## src/design/xyb_pkg.sv

```systemverilog
// shared constants, types and helper functions for the xyb to linear rgb converter
// used by every module of the block; depends on nothing else
package xyb_pkg;

  // sample format: signed q4.frac
  localparam int SAMPLE_WIDTH = 24;
  localparam int FRAC_BITS    = SAMPLE_WIDTH - 4;
  localparam int COEF_FRAC    = 14;
  localparam int BIAS_FRAC    = 18;
  localparam int SCALE_FRAC   = 16;

  // register file geometry
  localparam int FIELD_W    = 20;
  localparam int REG_W      = 60;
  localparam int SCALE_W    = 24;
  localparam int APB_DATA_W = 64;
  localparam int REG_IDX_W  = 3;
  localparam int APB_ADDR_W = REG_IDX_W + 3;

  // bias alignment from q2.18 to frac bits
  localparam int ALIGN_UP   = (FRAC_BITS >= BIAS_FRAC) ? FRAC_BITS - BIAS_FRAC : 0;
  localparam int ALIGN_DN   = (FRAC_BITS >= BIAS_FRAC) ? 0 : BIAS_FRAC - FRAC_BITS;
  localparam int ALIGN_HSH  = (ALIGN_DN > 0) ? ALIGN_DN - 1 : 0;
  localparam int ALIGN_W    = FIELD_W + 1 + ALIGN_UP;

  // datapath widths
  localparam int GRAW_W  = ((SAMPLE_WIDTH > ALIGN_W) ? SAMPLE_WIDTH : ALIGN_W) + 2;
  localparam int GAMMA_W = FRAC_BITS + 3;
  localparam int SQ_W    = FRAC_BITS + 6;
  localparam int CUBE_W  = FRAC_BITS + 8;
  localparam int V_W     = ((CUBE_W > ALIGN_W) ? CUBE_W : ALIGN_W) + 1;
  localparam int LMS_W   = FRAC_BITS + 14;
  localparam int PROD_W  = FIELD_W + LMS_W;
  localparam int ACC_W   = PROD_W + 2;

  // register stages from input register to output register
  localparam int PIPE_DEPTH = 7;

  localparam logic [SCALE_W-1:0] SCALE_RESET = SCALE_W'(65536);

  // register indexes
  typedef enum logic [REG_IDX_W-1:0] {
    REG_MAT_RED   = 3'd0,
    REG_MAT_GREEN = 3'd1,
    REG_MAT_BLUE  = 3'd2,
    REG_BIAS      = 3'd3,
    REG_CBRT_BIAS = 3'd4,
    REG_SCALE     = 3'd5
  } xyb_reg_t;

  typedef logic signed [SAMPLE_WIDTH-1:0] sample_t;
  typedef logic signed [FIELD_W-1:0]      field_t;
  typedef logic signed [LMS_W-1:0]        lms_t;

  // configuration seen by the datapath
  typedef struct packed {
    logic [REG_W-1:0]   mat_red;
    logic [REG_W-1:0]   mat_green;
    logic [REG_W-1:0]   mat_blue;
    logic [REG_W-1:0]   bias;
    logic [REG_W-1:0]   cbrt;
    logic [SCALE_W-1:0] scale;
  } xyb_cfg_t;

  // signed 20-bit element k of a packed triplet
  function automatic field_t field20(logic [REG_W-1:0] r, int k);
    return field_t'(r[FIELD_W*k +: FIELD_W]);
  endfunction

  // q2.18 to frac bits, rounding half up when bits are dropped
  function automatic logic signed [ALIGN_W-1:0] align_bias(field_t v);
    logic signed [FIELD_W:0] rnd;
    rnd = $signed({v[FIELD_W-1], v}) + $signed((FIELD_W+1)'(1) << ALIGN_HSH);
    if (ALIGN_DN == 0) begin
      return ALIGN_W'(v) <<< ALIGN_UP;
    end else begin
      return ALIGN_W'(rnd >>> ALIGN_DN);
    end
  endfunction

endpackage

```

## src/design/xyb_cfg.sv

```systemverilog
// apb register file holding matrix rows, biases and intensity scale
// depends on xyb_pkg
module xyb_cfg (
  input  logic                                 clk,
  input  logic                                 rst,
  input  logic                                 psel,
  input  logic                                 penable,
  input  logic                                 pwrite,
  input  logic [xyb_pkg::APB_ADDR_W-1:0]       paddr,
  input  logic [xyb_pkg::APB_DATA_W-1:0]       pwdata,
  output logic [xyb_pkg::APB_DATA_W-1:0]       prdata,
  output logic                                 pready,
  output xyb_pkg::xyb_cfg_t                    cfg
);

  logic [xyb_pkg::REG_W-1:0]   mat_red;
  logic [xyb_pkg::REG_W-1:0]   mat_green;
  logic [xyb_pkg::REG_W-1:0]   mat_blue;
  logic [xyb_pkg::REG_W-1:0]   bias;
  logic [xyb_pkg::REG_W-1:0]   cbrt;
  logic [xyb_pkg::SCALE_W-1:0] scale;

  xyb_pkg::xyb_reg_t idx;
  logic              wr_en;

  assign idx    = xyb_pkg::xyb_reg_t'(paddr[xyb_pkg::APB_ADDR_W-1:3]);
  assign wr_en  = psel & penable & pwrite & pready;
  assign pready = 1'b1;

  // register writes
  always_ff @(posedge clk) begin
    if (rst) begin
      mat_red   <= '0;
      mat_green <= '0;
      mat_blue  <= '0;
      bias      <= '0;
      cbrt      <= '0;
      scale     <= xyb_pkg::SCALE_RESET;
    end else if (wr_en) begin
      unique case (idx)
        xyb_pkg::REG_MAT_RED:   mat_red   <= pwdata[xyb_pkg::REG_W-1:0];
        xyb_pkg::REG_MAT_GREEN: mat_green <= pwdata[xyb_pkg::REG_W-1:0];
        xyb_pkg::REG_MAT_BLUE:  mat_blue  <= pwdata[xyb_pkg::REG_W-1:0];
        xyb_pkg::REG_BIAS:      bias      <= pwdata[xyb_pkg::REG_W-1:0];
        xyb_pkg::REG_CBRT_BIAS: cbrt      <= pwdata[xyb_pkg::REG_W-1:0];
        xyb_pkg::REG_SCALE:     scale     <= pwdata[xyb_pkg::SCALE_W-1:0];
        default: ;
      endcase
    end
  end

  // read mux
  always_comb begin
    unique case (idx)
      xyb_pkg::REG_MAT_RED:   prdata = xyb_pkg::APB_DATA_W'(mat_red);
      xyb_pkg::REG_MAT_GREEN: prdata = xyb_pkg::APB_DATA_W'(mat_green);
      xyb_pkg::REG_MAT_BLUE:  prdata = xyb_pkg::APB_DATA_W'(mat_blue);
      xyb_pkg::REG_BIAS:      prdata = xyb_pkg::APB_DATA_W'(bias);
      xyb_pkg::REG_CBRT_BIAS: prdata = xyb_pkg::APB_DATA_W'(cbrt);
      xyb_pkg::REG_SCALE:     prdata = xyb_pkg::APB_DATA_W'(scale);
      default:                prdata = '0;
    endcase
  end

  assign cfg = '{mat_red:   mat_red,
                 mat_green: mat_green,
                 mat_blue:  mat_blue,
                 bias:      bias,
                 cbrt:      cbrt,
                 scale:     scale};

endmodule

```

## config.mk

```make
export PLATFORM = sky130hd
export DESIGN_NAME = xyb_cfg
export DESIGN_NICKNAME = d
export VERILOG_FILES = /design/src/design/xyb_pkg.sv /design/src/design/xyb_cfg.sv
export SDC_FILE = /design/constraint.sdc
export NUM_CORES = 1
export LEC_CHECK = 0
export ABC_AREA = 1
export BUFFER_PORTS_ARGS = -buffer_cell sky130_fd_sc_hd__buf_2
export CAP_MARGIN = 20
export CELL_PAD_IN_SITES_DETAIL_PLACEMENT = 2
export CELL_PAD_IN_SITES_GLOBAL_PLACEMENT = 2
export CORE_UTILIZATION = 29
export CTS_BUF_LIST = sky130_fd_sc_hd__clkbuf_2 sky130_fd_sc_hd__clkbuf_4 sky130_fd_sc_hd__clkbuf_8
export CTS_CLUSTER_SIZE = 28
export DETAILED_ROUTE_END_ITERATION = 6
export PLACE_DENSITY = 0.85
export SLEW_MARGIN = 20
export SYNTH_ARGS = -nofsm -noshare
export SYNTH_HDL_FRONTEND = slang
export SYNTH_SLANG_ARGS = --single-unit
```

## constraint.sdc

```tcl
create_clock -name clk -period 4 [get_ports clk]
set_clock_uncertainty 0.2 [all_clocks]
set_input_delay 0 -clock clk [delete_from_list [all_inputs] [get_ports clk]]
set_output_delay 0 -clock clk [all_outputs]
set_load 0.02 [all_outputs]
```

### Word-level counts from Yosys, hierarchy flattened

Cells that the tools add are included.

| storage, ports and cells | value |
|---|---|
| input port bits | 75 |
| flip-flop bits (word level) | 324 |
| word-level logic and storage cells | 21 |

| operators by class | value |
|---|---|
| reductions and logical operators | 7 |
| bitwise logic cells | 2 |
| multiplexer cells | 1 |
| equal/unequal tests | 5 |

Operators with widths:

| kind | count |
|---|---|
| 60-bit one-hot mux with 6 select lines | 1 |
| 2-bit AND reduction | 6 |
| 3-bit by 2-bit equality test with 1-bit output (second input constant) | 2 |
| 3-bit equality test (second input constant) | 2 |
| 3-bit by 1-bit equality test with 1-bit output (second input constant) | 1 |
| 3-bit logical NOT | 1 |
| 1-bit bitwise AND | 2 |

### Logic depth before layout (Yosys ltp)

| logic depth | value |
|---|---|
| word-level depth | 3 |
| mapped depth | 9 |
| mapped depth without buffers | 7 |

### Worst setup path before layout

Ideal clock, no wire load.

| timing | value |
|---|---|
| path type | input-to-reg |
| start | input paddr[3] (netlist bit) |
| end | register mat_red[35] (netlist bit) |
| arrival time | 1.019 ns |
| path buffers | 3 |
| stages on the path | 9 |
| library setup time | 0.113 ns |
| setup slack | 2.668 ns |
| cell sequence | buf_2 -> inv_2 -> nand2_1 -> nor2_1 -> buf_2 -> buf_2 -> nand3_1 -> nand2_1 -> nor2_1 |

| on the way | value |
|---|---|
| longest elaborated chain between the ends | 2 |

Ends and longest elaborated chain:

| what | line | source |
|---|---|---|
| start, declared | xyb_cfg.sv:9 | `input logic [xyb_pkg::APB_ADDR_W-1:0] paddr,` |
| 3-bit logical NOT | xyb_cfg.sv:40 | `unique case (idx)` |
| 2-bit AND reduction (no line) | - |  |
| end signal, assigned | xyb_cfg.sv:41 | `xyb_pkg::REG_MAT_RED: mat_red <= pwdata[xyb_pkg::REG_W-1:0];` |
| end, declared | xyb_cfg.sv:16 | `logic [xyb_pkg::REG_W-1:0] mat_red;` |

Every way passes these cells.
A chain may end at the register's enable or synchronous reset.

### Worst setup path after layout

| timing | value |
|---|---|
| start | input penable |
| end | register bias[55] (netlist bit) |

| on the way | value |
|---|---|
| longest elaborated chain between the ends | 3 |

Ends and longest elaborated chain:

| what | line | source |
|---|---|---|
| start, declared | xyb_cfg.sv:7 | `input logic penable,` |
| 1-bit bitwise AND (2 in a row) | xyb_cfg.sv:27 | `assign wr_en = psel & penable & pwrite & pready;` |
| 2-bit AND reduction (no line) | - |  |
| end signal, assigned | xyb_cfg.sv:44 | `xyb_pkg::REG_BIAS: bias <= pwdata[xyb_pkg::REG_W-1:0];` |
| end, declared | xyb_cfg.sv:19 | `logic [xyb_pkg::REG_W-1:0] bias;` |

Every way passes these cells.

==> results.toml <==
[worst_setup_path]
worstPathArrival_ns = 3.63
worst-setup-path-type = "in2reg"
required_ns = 4.36
path_max_fanout = 26
reg2reg_slack_ns = 2.53
endpoint_kind = "register"
crit_path_start_kind = "input port"

[synthesis]
yosysSeqAreaShare_pct = 41.3
ys_seq_elements = 324
post_synth.cell_area_avg_sq_um = 6.12
post_synth_num_cell_types = 17
yosysWarnings = 0
ys_top_cells_by_area = "dfxtp_1 (41%), nor2_1 (18%), nand2_1 (16%)"
syn-instance-count = 2568
synth_top_area_share_pct = 41.3
syn_area_sq_um = 15700
yosysTopAreaCell = "dfxtp_1"

[die]
ios = 464
fp.dieH_microns = 235
start_util_pct = 29.6
dieArea_sq_um = 55100
num_rows = 84
dieWidth_microns = 235
core-area_sq_um = 53100

[finish]
n_fill_cell = 6531
area_growth_pct = 30.5
seqCellArea_sq_um = 6490
finalNetCount = 3074
drive_gt1_share_pct = 20.3
multiInputGateArea_sq_um = 7860

[global_route]
grt_max_degree = 128
grt_pass1_vias = 21500
antenna_found_initial = 1
overflow = 0
grt_pass1_wl_mm = 131
track_usage_pct = 30.3

[sta]
fin_crit_sh_pct = 81.6
setup_viol = 0
fin_setup_tns_ns = 0
maxSlewViolCount = 0
hold_violations = 0
tightest_slew_ns = 0.981
rsz0062_at_grt = "no"
max_slew_margin_pct = 34.6
max_freq_mhz = 306
period_needed_ns = 3.27

[route]
antenna_left = 0
via_per_inst = 5.22
drc = 0
drtIter0Drc = 890
wl_per_cell_microns = 22.9
wl_mm = 85.6
dr.pass1.iters = 4
dr_total_vias = 19500

[clocking]
clkSinkCount = 324
htreeDepth = 2
cts_made_buffers = 61
clk_pin_slew_worst_paths_ns = 0.07
cts_resized = 0
clock_path_buffers = 3
cts_tree = "done"
post_cts_buffers = 0
insertion_delay_ns = 0.65
cts_root_buf = "clkbuf_8"

[pwr]
power.density_nw_per_um2 = 372
leakagePower_nw = 10.3
vdd.ir_drop.worst_v = 0.000235
power_mw = 7.64

[outcome]
status = "completed"

[place]
gp_congestion = 0.822
port_buffers = 451
dp_hpwl_mm = 51.9

[run]
drv_cap = 0

[worst_hold_path]
hold_path_class = "in2reg"
## final timing paths
kind	from	endpoint	cells past startpoint
min reg2reg	mat_green[5]	mat_green[5]	2
min	paddr[4]	bias[3]	5
max	penable	bias[55]	11
max reg2reg	bias[57]	bias[57]	3
## cell type report
| cell class | count | area share (%) |
|---|---|---|
| antenna | 1 | 0.0122 |
| clock buffer | 98 | 6.00 |
| clock inverter | 11 | 0.281 |
| inverter | 161 | 3.03 |
| multi-input combinational | 1888 | 38.3 |
| sequential | 324 | 31.6 |
| tap | 688 | 4.20 |
| timing repair buffer | 563 | 16.5 |
## critical path: stages
cell           delay, ns
dlygate4sd3_1       0.53
buf_2               0.11
nand3_1             0.05
dlygate4sd3_1       0.56
buf_4               0.23
nor2_4              0.72
nand2_1             0.13
nand2_1             0.10
dlygate4sd3_1       0.57
nor2_1              0.05
dlygate4sd3_1       0.56
## cell usage after synthesis
cell	number
nor2_1	772
nand3_1	303
clkbuf_1	69
buf_2	77
dfxtp_1	324
nand4_1	110
inv_2	3
a21oi_1	21
inv_1	156
conb_1	2
o21ai_0	1
clkinv_1	2
nor2_2	2
nand3_2	1
nand2_1	673
buf_1	47
buf_4	5
## registers in the layout (all words and copies together), names as in the netlist
register,cells
mat_red,60
mat_green,60
bias,60
cbrt,60
scale,24
mat_blue,60
## per-layer routing
metal / vias to the layer above / track usage, % / share of wire, %
li1: 8837 / - / -
met1: 9904 / 34.8 / 41
met2: 564 / 54.4 / 50
met3: 179 / 6.47 / 5.5
met4: 0 / 12.5 / 3.7
met5: - / 0 / 0
## timing repair
action,4_1_cts,5_1_grt
hold buffers,72,0
endpoints found under the hold margin,324,0
setup endpoints to repair,0,0
## power by group
group	total, mW	switching [mW]	internal [mW]	leakage (nW)
registers	3.31	0.0374	3.27	2.62
logic	0.796	0.582	0.214	6.97
clock network	3.53	1.60	1.93	0.695
## stage by stage
step	hold slack, ns	utilization (%)	cell area, sq um	setup slack, ns	instances
2_1_floorplan	-0.0738	-	15700	2.67	2571
3_3_place_gp	0.101	34.9	18500	1.20	3552
3_5_place_dp	0.113	34.9	18500	1.12	3552
4_1_cts	0.000198	38.6	20500	0.896	3733
5_1_grt	0.0621	38.6	20500	0.653	3733
6_report	0.0723	38.6	20500	0.734	3734
## cells by family after synthesis
logic type | after synthesis | synth area share, %
AND/OR/NAND/NOR | 1861 | 48.7
buffers and inverters | 359 | 9.31
flip-flops | 324 | 41.3
AO/OA/AOI/OAI | 22 | 0.700
other | 2 | 0.0478
## cells in the final DEF (no fill, tap or decap)
cell / count
a21oi_1: 21
buf_12: 9
buf_2: 450
buf_4: 32
clkbuf_4: 19
clkbuf_8: 79
clkinv_2: 10
clkinvlp_4: 1
conb_1: 5
dfxtp_1: 324
diode_2: 1
dlygate4sd3_1: 72
inv_1: 156
inv_2: 2
inv_4: 1
inv_8: 2
nand2_1: 673
nand3_1: 303
nand3_2: 1
nand4_1: 110
nor2_1: 763
nor2_4: 11
o21ai_0: 1
No activity file was read; power rests on OpenSTA's default activity.
