$ cat config.mk
export PLATFORM = sky130hd
export DESIGN_NAME = xyb_lms
export DESIGN_NICKNAME = d
export VERILOG_FILES = /design/src/design/xyb_pkg.sv /design/src/design/xyb_lms.sv
export SDC_FILE = /design/constraint.sdc
export NUM_CORES = 2
export LEC_CHECK = 0
export ABC_AREA = 1
export BUFFER_PORTS_ARGS = -buffer_cell sky130_fd_sc_hd__buf_2
export CAP_MARGIN = 20
export CORE_UTILIZATION = 31
export CTS_BUF_LIST = sky130_fd_sc_hd__clkbuf_8
export DETAILED_ROUTE_END_ITERATION = 6
export PLACE_DENSITY_LB_ADDON = 0.08
export REMOVE_ABC_BUFFERS = 1
export SLEW_MARGIN = 20
export SYNTH_ARGS = -nofsm -noshare
export SYNTH_HDL_FRONTEND = slang
export SYNTH_SLANG_ARGS = --single-unit
$ cat constraint.sdc
create_clock -name clk -period 11.05 [get_ports clk]
set_input_delay 0.5525 -clock clk [delete_from_list [all_inputs] [get_ports clk]]
set_output_delay 0.5525 -clock clk [all_outputs]
set_load 0.01 [all_outputs]
$ cat src/design/xyb_pkg.sv
// shared constants, types and helper functions for the xyb to linear rgb converter
// used by every module of the block; depends on nothing else
package xyb_pkg;

  // sample format: signed q4.frac
  localparam int SAMPLE_WIDTH = 24;
  localparam int FRAC_BITS    = SAMPLE_WIDTH - 4;
  localparam int COEF_FRAC    = 14;
  localparam int BIAS_FRAC    = 18;
  localparam int SCALE_FRAC   = 16;

  // register file geometry
  localparam int FIELD_W    = 20;
  localparam int REG_W      = 60;
  localparam int SCALE_W    = 24;
  localparam int APB_DATA_W = 64;
  localparam int REG_IDX_W  = 3;
  localparam int APB_ADDR_W = REG_IDX_W + 3;

  // bias alignment from q2.18 to frac bits
  localparam int ALIGN_UP   = (FRAC_BITS >= BIAS_FRAC) ? FRAC_BITS - BIAS_FRAC : 0;
  localparam int ALIGN_DN   = (FRAC_BITS >= BIAS_FRAC) ? 0 : BIAS_FRAC - FRAC_BITS;
  localparam int ALIGN_HSH  = (ALIGN_DN > 0) ? ALIGN_DN - 1 : 0;
  localparam int ALIGN_W    = FIELD_W + 1 + ALIGN_UP;

  // datapath widths
  localparam int GRAW_W  = ((SAMPLE_WIDTH > ALIGN_W) ? SAMPLE_WIDTH : ALIGN_W) + 2;
  localparam int GAMMA_W = FRAC_BITS + 3;
  localparam int SQ_W    = FRAC_BITS + 6;
  localparam int CUBE_W  = FRAC_BITS + 8;
  localparam int V_W     = ((CUBE_W > ALIGN_W) ? CUBE_W : ALIGN_W) + 1;
  localparam int LMS_W   = FRAC_BITS + 14;
  localparam int PROD_W  = FIELD_W + LMS_W;
  localparam int ACC_W   = PROD_W + 2;

  // register stages from input register to output register
  localparam int PIPE_DEPTH = 7;

  localparam logic [SCALE_W-1:0] SCALE_RESET = SCALE_W'(65536);

  // register indexes
  typedef enum logic [REG_IDX_W-1:0] {
    REG_MAT_RED   = 3'd0,
    REG_MAT_GREEN = 3'd1,
    REG_MAT_BLUE  = 3'd2,
    REG_BIAS      = 3'd3,
    REG_CBRT_BIAS = 3'd4,
    REG_SCALE     = 3'd5
  } xyb_reg_t;

  typedef logic signed [SAMPLE_WIDTH-1:0] sample_t;
  typedef logic signed [FIELD_W-1:0]      field_t;
  typedef logic signed [LMS_W-1:0]        lms_t;

  // configuration seen by the datapath
  typedef struct packed {
    logic [REG_W-1:0]   mat_red;
    logic [REG_W-1:0]   mat_green;
    logic [REG_W-1:0]   mat_blue;
    logic [REG_W-1:0]   bias;
    logic [REG_W-1:0]   cbrt;
    logic [SCALE_W-1:0] scale;
  } xyb_cfg_t;

  // signed 20-bit element k of a packed triplet
  function automatic field_t field20(logic [REG_W-1:0] r, int k);
    return field_t'(r[FIELD_W*k +: FIELD_W]);
  endfunction

  // q2.18 to frac bits, rounding half up when bits are dropped
  function automatic logic signed [ALIGN_W-1:0] align_bias(field_t v);
    logic signed [FIELD_W:0] rnd;
    rnd = $signed({v[FIELD_W-1], v}) + $signed((FIELD_W+1)'(1) << ALIGN_HSH);
    if (ALIGN_DN == 0) begin
      return ALIGN_W'(v) <<< ALIGN_UP;
    end else begin
      return ALIGN_W'(rnd >>> ALIGN_DN);
    end
  endfunction

endpackage

$ cat src/design/xyb_lms.sv
// one lms channel: gamma clamp, square, cube plus bias, intensity scale
// four register stages sharing the pipeline advance; depends on xyb_pkg
module xyb_lms (
  input  logic                                   clk,
  input  logic                                   adv,
  input  logic signed [xyb_pkg::SAMPLE_WIDTH:0]  sum_in,
  input  xyb_pkg::field_t                        cbrt,
  input  xyb_pkg::field_t                        bias,
  input  logic [xyb_pkg::SCALE_W-1:0]            scale,
  output xyb_pkg::lms_t                          lms
);

  localparam int F     = xyb_pkg::FRAC_BITS;
  localparam int GR_W  = xyb_pkg::GRAW_W;
  localparam int G_W   = xyb_pkg::GAMMA_W;
  localparam int P2_W  = 2 * G_W;
  localparam int P3_W  = xyb_pkg::SQ_W + G_W;
  localparam int SC_W  = xyb_pkg::V_W + xyb_pkg::SCALE_W + 1;
  localparam logic signed [P2_W:0] SQ_HALF   = $signed((P2_W+1)'(1) << (F - 1));
  localparam logic signed [P3_W:0] CUBE_HALF = $signed((P3_W+1)'(1) << (F - 1));
  localparam logic signed [SC_W:0] SC_HALF   =
    $signed((SC_W+1)'(1) << (xyb_pkg::SCALE_FRAC - 1));

  // stage registers
  logic signed [G_W-1:0]             g1;
  logic signed [G_W-1:0]             g2;
  logic signed [xyb_pkg::SQ_W-1:0]   sq2;
  logic signed [xyb_pkg::V_W-1:0]    v3;

  logic signed [GR_W-1:0]            graw;
  logic                              g_fits;
  logic signed [G_W-1:0]             g_next;
  logic signed [P2_W-1:0]            prod_sq;
  logic signed [P2_W:0]              sq_rnd;
  logic signed [xyb_pkg::SQ_W-1:0]   sq_next;
  logic signed [P3_W-1:0]            prod_cube;
  logic signed [P3_W:0]              cube_rnd;
  logic signed [xyb_pkg::CUBE_W-1:0] cube;
  logic signed [xyb_pkg::V_W-1:0]    v_next;
  logic signed [SC_W-1:0]            prod_sc;
  logic signed [SC_W:0]              sc_rnd;
  logic signed [SC_W:0]              sc_sh;
  logic                              l_fits;
  xyb_pkg::lms_t                     lms_next;

  // gamma term minus cube root bias, clamped to [-4, 4)
  always_comb begin
    graw   = GR_W'(sum_in) - GR_W'(xyb_pkg::align_bias(cbrt));
    g_fits = (&graw[GR_W-1:G_W-1]) | ~(|graw[GR_W-1:G_W-1]);
    g_next = g_fits ? graw[G_W-1:0] : {graw[GR_W-1], {(G_W-1){~graw[GR_W-1]}}};
  end

  // square
  always_comb begin
    prod_sq = g1 * g1;
    sq_rnd  = (P2_W+1)'(prod_sq) + SQ_HALF;
    sq_next = xyb_pkg::SQ_W'(sq_rnd >>> F);
  end

  // cube and opsin bias
  always_comb begin
    prod_cube = sq2 * g2;
    cube_rnd  = (P3_W+1)'(prod_cube) + CUBE_HALF;
    cube      = xyb_pkg::CUBE_W'(cube_rnd >>> F);
    v_next    = xyb_pkg::V_W'(cube) + xyb_pkg::V_W'(xyb_pkg::align_bias(bias));
  end

  // intensity scale and lms clamp
  always_comb begin
    prod_sc  = v3 * $signed({1'b0, scale});
    sc_rnd   = (SC_W+1)'(prod_sc) + SC_HALF;
    sc_sh    = sc_rnd >>> xyb_pkg::SCALE_FRAC;
    l_fits   = (&sc_sh[SC_W:xyb_pkg::LMS_W-1]) | ~(|sc_sh[SC_W:xyb_pkg::LMS_W-1]);
    lms_next = l_fits ? sc_sh[xyb_pkg::LMS_W-1:0]
                      : {sc_sh[SC_W], {(xyb_pkg::LMS_W-1){~sc_sh[SC_W]}}};
  end

  always_ff @(posedge clk) begin
    if (adv) begin
      g1  <= g_next;
      g2  <= g1;
      sq2 <= sq_next;
      v3  <= v_next;
      lms <= lms_next;
    end
  end

endmodule

**Word level (Yosys, flattened, before mapping)**

Cells that the tools add are included.

- Flip-flop bits (word level): 135
- Input port bits: 91

- Add/sub/neg operators: 5
- $mul: 3
- Muxes and demuxes: 2
- Bitwise operators: 6
- Reductions and logical operators: 4

Operators by type and width:

| cell | number |
|---|---|
| $add 54x17->55 const B | 1 |
| $mul 29x25->54 | 1 |
| $add 48x21->48 const B | 1 |
| $mul 26x23->48 | 1 |
| $add 46x21->46 const B | 1 |
| $mul 23x23->46 | 1 |
| $mux 34 | 1 |
| $add 28x22->29 | 1 |
| $sub 25x22->26 | 1 |
| $mux 23 | 1 |
| $reduce_and 6->1 | 1 |
| $reduce_or 6->1 | 1 |
| $not 1->1 | 4 |
| $reduce_and 4->1 | 1 |
| $reduce_or 4->1 | 1 |
| $or 1x1->1 | 2 |

**Depth between registers and ports, before layout**

- Depth after elaboration: 6
- Mapped depth: 41
- Gate-level depth less buffers: 39

**Least setup slack after synthesis**

OpenSTA, ideal clock, no wires.

- Path type: register -> register
- From: register g2[2]
- To: register v3[14] in the netlist's numbering (data pin)
- Data arrival time: 7.615 ns
- Path slack: 3.169 ns
- Cell stages (with the launch flop): 35
- Clock period less this slack: 7.881 ns
- Cells stage by stage: edfxtp_1 clkbuf_1 clkbuf_1 nand2_1 fa_1 inv_1 fa_1 inv_1 fa_1 fa_1 fa_1 inv_1 fa_1 inv_1 fa_1 inv_1 ha_1 nand2_1 nor2_1 inv_1 nor2_1 nand3_1 o21ai_0 xor2_1 ha_1 fa_1 nand3_1 nand3_1 a21oi_1 o21ai_0 a21oi_1 o21ai_0 inv_1 o21ai_0 xor2_1

- Cells in the longest elaborated chain, start to end: 3

Ends and longest elaborated chain:

| item | RTL line | source |
|---|---|---|
| start, declared | xyb_lms.sv:26 | `logic signed [G_W-1:0] g2;` |
| start signal, assigned | xyb_lms.sv:81 | `g2 <= g1;` |
| $mul 26x23->48 | xyb_lms.sv:62 | `prod_cube = sq2 * g2;` |
| $add 48x21->48 | xyb_lms.sv:63 | `cube_rnd = (P3_W+1)'(prod_cube) + CUBE_HALF;` |
| $add 28x22->29 | xyb_lms.sv:65 | `v_next = xyb_pkg::V_W'(cube) + xyb_pkg::V_W'(xyb_pkg::align_bias(bias));` |
| net v_next, one bit | xyb_lms.sv:39 | `logic signed [xyb_pkg::V_W-1:0] v_next;` |
| end signal, assigned | xyb_lms.sv:83 | `v3 <= v_next;` |
| end, declared | xyb_lms.sv:28 | `logic signed [xyb_pkg::V_W-1:0] v3;` |

The timed path passes the listed nets, and every way through them passes these cells.
A chain may end at the register's enable or synchronous reset.

**Worst setup path in the final report**

- From: register sq2[25] in the netlist's numbering
- To: register v3[27] in the netlist's numbering (data pin)

- Cells in the longest elaborated chain, start to end: 3

Ends and longest elaborated chain:

| item | RTL line | source |
|---|---|---|
| start, declared | xyb_lms.sv:27 | `logic signed [xyb_pkg::SQ_W-1:0] sq2;` |
| start signal, assigned | xyb_lms.sv:82 | `sq2 <= sq_next;` |
| $mul 26x23->48 | xyb_lms.sv:62 |  |
| $add 48x21->48 | xyb_lms.sv:63 |  |
| $add 28x22->29 | xyb_lms.sv:65 |  |
| net v_next, one bit | xyb_lms.sv:39 |  |

The timed path passes the listed nets, and every way through them passes these cells.

==> flow_summary_export.csv <==
group,metric,value,unit
sta,rsz0062_at_grt,"false",
layout,drive_gt1_frac,0.0355,
cts,clk-insertion-delay-late,0.69,ns
grt,grt-busiest-layer,"met2",
sta,fmax,0.106,GHz
logic_synthesis,seq_area_frac_synth,0.0548,
cts,cts_root_buffer,"clkbuf_8",
worst_setup_path,r2r_cells,27,
worst_setup_path,crit_start,"sq2[25]",
logic_synthesis,post_synth_inst_count,8985,
floorplan,initial_utilization,0.313,
sta,holdWs,0.207,ns
cts,cts_setup_buffers,0,
hold_path,holdPathStages,3,
sta,finalSetupTns,0,ns
worst_setup_path,reg2reg_from,"sq2[25]",
logic_synthesis,syn_area_per_cell,8.23,µm²
sta,maxSlewHeadroom,0.323,
route,drt_iter0_drc,2942,
logic_synthesis,ys_warn_count,0,
place,io_buffers,124,
route,drt-vias-per-instance,4.46,
grt,antenna_found_initial,9,
worst_setup_path,critPathLaunchType,"flop",
logic_synthesis,synth_edf_count,135,
route,final_antenna_net_count,0,
grt,grt_max_degree,58,
layout,nets,11400,
floorplan,die_w,490,µm
worst_setup_path,endpoint_kind,"flop",
worst_setup_path,arrival,9.87,ns
logic_synthesis,synth_cell_type_count,44,
worst_setup_path,worst-path-max-fanout,23,
grt,use_met3,0.0155,
layout,syn_to_final_growth,6.35,%
floorplan,num_rows,178,
worst_setup_path,critPathRequiredTime,11.46,ns
route,route.detailed.drc,0,
floorplan,io_pins,125,
route,routed_wirelength,234,mm
place,place_congestion,0.845,
logic_synthesis,ys.flop_type,"edfxtp_1",
sta,setup_viol_count_final,0,
sta,worst_pin_slew,1.01,ns
grt,grt_pass1_vias,60900,
outcome,status,"complete, no violations",
grt,grt-ovfl-total,0,
layout,final_util,0.333,
floorplan,core-area,236000,µm²
logic_synthesis,ys_ff_latch,135,
cts,ctsHoldBuffers,0,
route,dr_total_vias,54000,
sta,drv_slew,0,
cts,cts_tree,"built",
floorplan,die_h,490,µm
cts,h-tree-depth,4,
worst_setup_path,rrSetupSlack,1.59,ns
cts,cts.path.max_buffers,2,
floorplan,dieArea,240000,µm²
grt,grt_usage,0.203,
job,cap_violations,0,
layout,fillers,25200,
grt,grt_pass1_wl,371,mm
hold_path,hp-class,"in -> reg",
cts,clk_pin_slew,0.13,ns
cts,cts_sinks,135,
route,post_drt_wl_per_cell,19.3,µm
route,dr.pass1.iters,5,
grt,grt_util_met2,0.342,
cts,cts_resized,0,
sta,hold_viol,0,
hold_path,holdPathEnd,"g1[1]",
sta,finalCritPeriodShare,0.856,
grt,use_met1,0.288,
worst_setup_path,crit-reg2reg-capture,"v3[27]",
place,dp_hpwl,196,mm
worst_setup_path,critPathKind,"reg -> reg",
sta,worst_clock_skew,0.0568,ns
hold_path,hp-start,"sum_in[1]",
logic_synthesis,async_flop_share,0,
sta,min_period,9.46,ns
logic_synthesis,syn_area,73900,µm²
cts,numCtsBuffers,17,
-- worst max-delay path by stage --
stage             end  cells after the start
4_1_cts        v3[27]                     27
3_5_place_dp   v3[27]                     27
3_3_place_gp   v3[27]                     27
2_1_floorplan  v3[14]                     32
5_1_grt        v3[27]                     28
6_report       v3[27]                     27
-- final cells by class --
| class | count | area [µm²] | share of cell area |
|---|---|---|---|
| diodes | 2 | 5.00 | 0.0000637 |
| multi-input cells | 5605 | 57600 | 0.733 |
| repair buffers | 250 | 1610 | 0.0205 |
| clock inverters | 11 | 113 | 0.00143 |
| flip-flops and latches | 135 | 4050 | 0.0516 |
| clock buffers | 17 | 234 | 0.00298 |
| well taps | 3150 | 3940 | 0.0501 |
| inverters | 2937 | 11000 | 0.140 |
-- state kept, by name (all words and copies together), names as in the netlist --
| signal | flops |
|---|---|
| g2 | 23 |
| lms | 34 |
| g1 | 23 |
| v3 | 29 |
| sq2 | 26 |
-- cell families after synthesis --
logic type      Yosys count  share of synthesized area
compound gates          447                     0.0335
xor+xnor                171                     0.0203
fa+ha+maj              2344                      0.587
buf+inv                3245                      0.166
flops                   135                     0.0548
simple gates           2643                      0.139
-- cells in the final DEF (no fill, tap or decap), types with 4 or more instances in the layout --
master and count:
a211oi_1 7, a21o_1 18, a21oi_1 222, a31oi_1 33, and3_1 5, buf_2 123
buf_4 121, buf_8 5, clkbuf_8 17, clkinv_2 4, edfxtp_1 135, fa_1 1869
ha_1 474, inv_1 2936, nand2_1 2203, nand2_2 4, nand3_1 77, nand3_2 4
nand4_1 18, nor2_1 249, nor2_2 9, nor3_1 34, nor4_1 12, o211ai_1 10
o21a_1 10, o21ai_0 120, o21bai_1 10, or2_2 21, xnor2_1 66, xor2_1 105
-- worst max-delay path, stage by stage, from the launching register on --
cell and delay (ns):
edfxtp_1 1.02, nand2_1 0.23, inv_1 0.19, fa_1 0.46, fa_1 0.61, fa_1 0.78, inv_1 0.31, fa_1 0.56
inv_1 0.05, fa_1 0.53, inv_1 0.05, fa_1 0.48, inv_1 0.05, fa_1 0.46, ha_1 0.40, nand2_1 0.13
nor2_1 0.23, nand2_1 0.12, nor4_1 0.46, o2111ai_1 0.32, nand3_1 0.22, xor2_1 0.29, ha_1 0.34, a21oi_1 0.14
o21ai_0 0.19, a211oi_1 0.28, o41ai_1 0.13, xor2_1 0.18
-- metrics by stage --
stage,cells,instance area [µm²],setup WS (ns)
after floorplan,8677,72700,3.24
after global placement,12100,78200,1.51
after detailed placement,12100,78200,1.58
after CTS,12100,78600,1.54
after global routing,12100,78600,1.09
final,12100,78600,1.59
-- layer usage --
layer | routed length, µm | vias to the layer above | share of wire
met4 | 3270 | 2 | 0.014
met2 | 111000 | 1027 | 0.47
met3 | 8000 | 158 | 0.034
li1 | - | 25000 | -
met1 | 111000 | 27800 | 0.48
met5 | 13 | - | 0.000056
-- synth_stat cells, types with 4 or more instances --
library cell | n | area, µm²
inv_1 | 2936 | 11000
nand2_1 | 2203 | 8270
fa_1 | 1870 | 37400
ha_1 | 474 | 5930
clkbuf_1 | 273 | 1020
nor2_1 | 249 | 935
a21oi_1 | 222 | 1110
edfxtp_1 | 135 | 4050
o21ai_0 | 120 | 601
xor2_1 | 105 | 920
nand3_1 | 77 | 385
xnor2_1 | 66 | 578
nor3_1 | 34 | 170
a31oi_1 | 33 | 206
buf_1 | 22 | 82.6
or2_2 | 21 | 131
a21o_1 | 18 | 135
nand4_1 | 18 | 113
nor4_1 | 12 | 75.1
o211ai_1 | 10 | 75.1
o21a_1 | 10 | 75.1
o21bai_1 | 10 | 75.1
nor2_2 | 9 | 56.3
a211oi_1 | 7 | 52.6
buf_2 | 6 | 30.0
buf_6 | 6 | 67.6
and3_1 | 5 | 31.3
nand2_2 | 4 | 25.0
nand3_2 | 4 | 40.0
Power is not shown: default switching activity piles up to over one toggle a cycle in this logic, so the estimate is an artifact.
